<file path="src/design/cll_pkg.sv">
`timescale 1ns / 1ps

package cll_pkg;

    typedef enum logic [2:0] {
        CMD_INSERT      = 3'd0,
        CMD_ERASE       = 3'd1,
        CMD_ERASE_RANGE = 3'd2,
        CMD_RETRIEVE    = 3'd3,
        CMD_NEXT        = 3'd4,
        CMD_PREVIOUS    = 3'd5,
        CMD_CLEAR       = 3'd6,
        CMD_NOP         = 3'd7
    } t_cmd;

    typedef enum logic [1:0] {
        ST_OK     = 2'd0,
        ST_NOFREE = 2'd1,
        ST_BADPOS = 2'd2
    } t_status;

    // datapath micro-operations, one per cycle
    typedef enum logic [4:0] {
        OP_NONE,
        OP_SWEEP,
        OP_ACCEPT,
        OP_BAD,
        OP_NOFREE,
        OP_INS_RD,
        OP_INS_A,
        OP_INS_B,
        OP_ERA_RD,
        OP_ERA_A,
        OP_ERA_B,
        OP_RET_RD,
        OP_RET,
        OP_NEXT,
        OP_PRV_START,
        OP_PRV_HIT,
        OP_PRV_ADV,
        OP_RNG_Q,
        OP_RNG_LQ,
        OP_RNG_RD,
        OP_RNG_ADV,
        OP_CUT,
        OP_FRE_RD,
        OP_FRE_WR,
        OP_EMIT
    } t_op;

    typedef struct packed {
        t_cmd cmd;
        logic sweep_last;
        logic p_ok;
        logic q_ok;
        logic rd_null;
        logic rd_hit;
        logic free_empty;
        logic p_eq_q;
        logic walk_hit;
        logic walk_end;
        logic fre_stop;
        logic cnt_full;
        logic out_free;
    } t_flags;

    localparam int PosW  = 7;
    localparam int ValW  = 32;
    localparam int DataW = 48;

endpackage

</file>
<file path="src/design/cll_ctrl.sv">
`timescale 1ns / 1ps

module cll_ctrl (
    input  logic            i_clk,
    input  logic            i_rst_n,
    input  logic            i_in_valid,
    input  cll_pkg::t_flags i_flags,
    output logic            o_in_ready,
    output cll_pkg::t_op    o_op
);

    typedef enum logic [15:0] {
        S_SWEEP   = 16'h0001,
        S_IDLE    = 16'h0002,
        S_FETCH   = 16'h0004,
        S_INS_A   = 16'h0008,
        S_INS_B   = 16'h0010,
        S_ERA_A   = 16'h0020,
        S_ERA_B   = 16'h0040,
        S_RET     = 16'h0080,
        S_PRV     = 16'h0100,
        S_RNG_Q   = 16'h0200,
        S_RNG_CHK = 16'h0400,
        S_RNG_ADV = 16'h0800,
        S_FRE_CHK = 16'h1000,
        S_FRE_WR  = 16'h2000,
        S_FIN     = 16'h4000,
        S_SPARE   = 16'h8000
    } t_state;

    t_state r_state, n_state;

    assign o_in_ready = (r_state == S_IDLE);

    always_ff @(posedge i_clk) begin
        if (!i_rst_n) begin
            r_state <= S_SWEEP;
        end else begin
            r_state <= n_state;
        end
    end

    always_comb begin
        n_state = r_state;
        o_op    = cll_pkg::OP_NONE;
        case (r_state)
            S_SWEEP: begin
                o_op = cll_pkg::OP_SWEEP;
                if (i_flags.sweep_last) n_state = S_IDLE;
            end
            S_IDLE: begin
                if (i_in_valid) begin
                    o_op    = cll_pkg::OP_ACCEPT;
                    n_state = S_FETCH;
                end
            end
            S_FETCH: begin
                n_state = S_FIN;
                case (i_flags.cmd)
                    cll_pkg::CMD_INSERT: begin
                        if (!i_flags.p_ok) o_op = cll_pkg::OP_BAD;
                        else if (i_flags.free_empty) o_op = cll_pkg::OP_NOFREE;
                        else begin
                            o_op    = cll_pkg::OP_INS_RD;
                            n_state = S_INS_A;
                        end
                    end
                    cll_pkg::CMD_ERASE: begin
                        if (!i_flags.p_ok || i_flags.rd_null) o_op = cll_pkg::OP_BAD;
                        else begin
                            o_op    = cll_pkg::OP_ERA_RD;
                            n_state = S_ERA_A;
                        end
                    end
                    cll_pkg::CMD_RETRIEVE: begin
                        if (!i_flags.p_ok || i_flags.rd_null) o_op = cll_pkg::OP_BAD;
                        else begin
                            o_op    = cll_pkg::OP_RET_RD;
                            n_state = S_RET;
                        end
                    end
                    cll_pkg::CMD_NEXT: begin
                        o_op = i_flags.p_ok ? cll_pkg::OP_NEXT : cll_pkg::OP_BAD;
                    end
                    cll_pkg::CMD_PREVIOUS: begin
                        if (!i_flags.p_ok) o_op = cll_pkg::OP_BAD;
                        else begin
                            o_op    = cll_pkg::OP_PRV_START;
                            n_state = S_PRV;
                        end
                    end
                    cll_pkg::CMD_ERASE_RANGE: begin
                        if (!i_flags.p_ok) o_op = cll_pkg::OP_BAD;
                        else begin
                            o_op    = cll_pkg::OP_RNG_Q;
                            n_state = S_RNG_Q;
                        end
                    end
                    cll_pkg::CMD_CLEAR: begin
                        o_op    = cll_pkg::OP_RNG_Q;
                        n_state = S_RNG_Q;
                    end
                    default: o_op = cll_pkg::OP_NONE;
                endcase
            end
            S_INS_A: begin
                o_op    = cll_pkg::OP_INS_A;
                n_state = S_INS_B;
            end
            S_INS_B: begin
                o_op    = cll_pkg::OP_INS_B;
                n_state = S_FIN;
            end
            S_ERA_A: begin
                o_op    = cll_pkg::OP_ERA_A;
                n_state = S_ERA_B;
            end
            S_ERA_B: begin
                o_op    = cll_pkg::OP_ERA_B;
                n_state = S_FIN;
            end
            S_RET: begin
                o_op    = cll_pkg::OP_RET;
                n_state = S_FIN;
            end
            S_PRV: begin
                if (i_flags.cnt_full || i_flags.rd_null) begin
                    o_op    = cll_pkg::OP_BAD;
                    n_state = S_FIN;
                end else if (i_flags.rd_hit) begin
                    o_op    = cll_pkg::OP_PRV_HIT;
                    n_state = S_FIN;
                end else begin
                    o_op = cll_pkg::OP_PRV_ADV;
                end
            end
            S_RNG_Q: begin
                if (i_flags.cmd != cll_pkg::CMD_CLEAR && !i_flags.q_ok) begin
                    o_op    = cll_pkg::OP_BAD;
                    n_state = S_FIN;
                end else if (i_flags.p_eq_q) begin
                    n_state = S_FIN;
                end else begin
                    o_op    = cll_pkg::OP_RNG_LQ;
                    n_state = S_RNG_CHK;
                end
            end
            S_RNG_CHK: begin
                if (i_flags.cnt_full || i_flags.walk_end) begin
                    // end not reached: clear still reports ok
                    if (i_flags.cmd != cll_pkg::CMD_CLEAR) o_op = cll_pkg::OP_BAD;
                    n_state = S_FIN;
                end else if (i_flags.walk_hit) begin
                    o_op    = cll_pkg::OP_CUT;
                    n_state = S_FRE_CHK;
                end else begin
                    o_op    = cll_pkg::OP_RNG_RD;
                    n_state = S_RNG_ADV;
                end
            end
            S_RNG_ADV: begin
                o_op    = cll_pkg::OP_RNG_ADV;
                n_state = S_RNG_CHK;
            end
            S_FRE_CHK: begin
                if (i_flags.cnt_full || i_flags.fre_stop) begin
                    n_state = S_FIN;
                end else begin
                    o_op    = cll_pkg::OP_FRE_RD;
                    n_state = S_FRE_WR;
                end
            end
            S_FRE_WR: begin
                o_op    = cll_pkg::OP_FRE_WR;
                n_state = S_FRE_CHK;
            end
            S_FIN: begin
                if (i_flags.out_free) begin
                    o_op    = cll_pkg::OP_EMIT;
                    n_state = S_IDLE;
                end
            end
            default: n_state = S_IDLE;
        endcase
    end

endmodule

</file>
<file path="config.mk">
export PLATFORM = sky130hd
export DESIGN_NAME = cll_ctrl
export DESIGN_NICKNAME = d
export VERILOG_FILES = /design/src/design/cll_pkg.sv /design/src/design/cll_ctrl.sv
export SDC_FILE = /design/constraint.sdc
export NUM_CORES = 1
export LEC_CHECK = 0
export ABC_AREA = 0
export BUFFER_PORTS_ARGS = -buffer_cell sky130_fd_sc_hd__buf_2
export CORE_MARGIN = 2
export CORE_UTILIZATION = 50
export CTS_CLUSTER_DIAMETER = 80
export DETAILED_ROUTE_END_ITERATION = 7
export PLACE_DENSITY = 0.76
export SKIP_LAST_GASP = 1
export SLEW_MARGIN = 20
export SYNTH_ARGS = -nofsm -noshare
export SYNTH_HDL_FRONTEND = slang
export SYNTH_SLANG_ARGS = --single-unit
</file>
<file path="constraint.sdc">
create_clock -name i_clk -period 2.1 [get_ports i_clk]
set_input_delay 0.315 -clock i_clk [delete_from_list [all_inputs] [get_ports i_clk]]
set_output_delay 0.315 -clock i_clk [all_outputs]
set_load 0.005 [all_outputs]
</file>
==> metrics.txt <==
Worst Hold Class input pin to register; DR vias/cell 6.63; IO Count 24; ANT nets after route 0; grt total ovfl 0; Slew @ Worst Pin 0.597 ns; Largest regs r_state x15; Sink Count 15; fin nets 260; PortBufs 23; metal3 WL 466 µm; TritonCTS buffer count 3; Slew Limit Fails 0; total track usage 0.332; DR vias 1797; initial cell density of the core 0.531; max FFs per register 15; DR WL met2 2510 µm; EDFF count, synth 0; post-synth cell types 49; Rel. slew slack 0.599; FILL cells 154; initial antenna violation count 0; kind of critical path register to output pin; YS warnings 0; DRC 0; root buf cell clkbuf_4; Largest Register r_state; FF+latch count, synth 15; final hold viol count 0; max_cap viols 0; vias in the first global route 1683; share of the yosys chip area belonging to registers 0.226; CTS tree done; setup_tns -2.68 ns; final setup margin -0.414 ns; crit share post-route 1.20; commonest non-fill, non-tap cell in the layout buf_4; Fmax 398 MHz; final setup vio count 11; die width 55.5 µm; WL final 5270 µm; async set-reset flop share out of synthesis 0; ANT cells 0; share of cells above drive strength 1 0.485; Area after DPL 1770 µm²; syn nets 194; worst path required time 1.78 ns; largest net degree at the start of global routing 12; first-pass GRT wire length 8140 µm; Netlist Area Pre-Place 1330 µm²; Worst Path Max Fanout 8; Post-DP HPWL 3770 µm; Fin Clk Skew 0.00738 ns; syn avg cell area 7.54 µm²; Cells after DPL 261; Skew-Pair Late Insertion Delay 0.29 ns; Design Area, Final 2050 µm²; clock-pin transition on the worst setup and hold timing paths 0.11 ns; VDD IR max 292 µV; PwrDens 322 nW/µm²; final core occ 0.821; Top Metal Used met4; Die Y 55.5 µm; Power Total 661 µW; first-iteration detailed-routing DRC count 129; P&R area growth vs syn 54.7%; violated checks negative setup slack; Critical Path Sink Type output pin; H-tree depth 1; Rows 18; Top FF cell, synth dfxtp_1; Critical Path Start Type register; RSZ-0062 raised after global routing true; worst path arrival time 2.20 ns; maximum buffer depth of the clock tree 2; Lkg Pwr 0.910 nW; most frequent cells in the layout buf_4 (45), buf_2 (22), nor2_1 (17), nand2_1 (14), dfxtp_1 (10); Mapped Cells 176; final std cells w/o fill 271; outcome finished with violations; minimum clock period 2.51 ns; hold buffer count at cts 0; die area 3080 µm²; Metal-1 WL 2010 µm; gpl congestion 0.922; 1st-pass router iterations 5; DR WL/cell 19.4 µm; core area 2500 µm²
## metrics by stage
stage | hold slack [ns] | worst slack, ns
floorplan | 0.391 | 0.00520
global placement | 0.505 | -0.168
detailed placement | 0.507 | -0.152
CTS | 0.208 | -0.348
global route | 0.232 | -0.467
finish | 0.208 | -0.414
## cell type report
cell class | count | area [µm²] | area share
repair buffers | 73 | 515 | 0.251
multi-input cells | 147 | 1150 | 0.563
well taps | 30 | 37.5 | 0.0183
clock buffers | 3 | 22.5 | 0.0110
clock inverters | 1 | 5.00 | 0.00244
flip-flops and latches | 15 | 309 | 0.151
inverters | 2 | 7.51 | 0.00366
## logic make-up (layout without fill, tap and decap cells)
group / count (synthesis) / in the layout / synth area share
and+or+nand+nor: 113 / 113 / 0.534
AOI/OAI and AO/OA: 30 / 30 / 0.159
buffers and inverters: 14 / 79 / 0.0538
DFF: 15 / 15 / 0.226
xor gates and xnor gates: 4 / 4 / 0.0264
## power breakdown
group          leakage (nW)  switching [mW]  internal (mW)
Sequential            0.124         0.00489          0.288
Combinational         0.768           0.101         0.0913
Clock                0.0177           0.105         0.0706
## Yosys cell counts (all sizes together) (3+ instances only)
library cell | count | area, µm²
or3 | 5 | 31.3
nand3 | 10 | 50.1
nor3b | 4 | 30.0
nand2b | 3 | 18.8
and2 | 5 | 31.3
or4 | 5 | 45.0
nor2b | 3 | 18.8
clkbuf | 6 | 22.5
nand4 | 7 | 43.8
nor4b | 7 | 61.3
nor2 | 18 | 67.6
nor4 | 13 | 96.3
dfxtp | 15 | 300
o21ai | 9 | 45.0
or4b | 5 | 50.1
nand4b | 4 | 35.0
nand2 | 14 | 52.6
buf | 6 | 41.3
## path summary, 6_finish.rpt
check,slack [ns],start,to,cells past startpoint
max,-0.41,r_state[7]$_SDFFE_PN0P_,o_op[2],7
min,0.21,i_flags[4],r_state[11]$_SDFFE_PN0P_,2
max reg2reg,-0.23,r_state[7]$_SDFFE_PN0P_,r_state[3]$_SDFFE_PN0P_,7
min reg2reg,0.64,r_state[5]$_SDFFE_PN0P_,r_state[6]$_SDFFE_PN0P_,3
## layer usage
layer / global-route usage / vias to the layer above
li1: - / 814
met1: 0.406 / 829
met2: 0.595 / 122
met3: 0.0398 / 32
met4: 0.108 / 0
met5: 0 / -
## critical path, cell delays in order (launching register included)
cell and delay [ns]:
dfxtp_2 0.34, or4_4 0.65, nor4_4 0.28, buf_4 0.20
nand3b_4 0.08, nand2b_4 0.15, nand4_1 0.09, buf_2 0.12
## timing repair
item	4_1_cts	5_1_grt
endpoints found under the setup margin	14	15
resized for setup	27	17
pin swaps	10	11
buffers inserted	4	3
No activity file was read; power rests on OpenSTA's default activity.
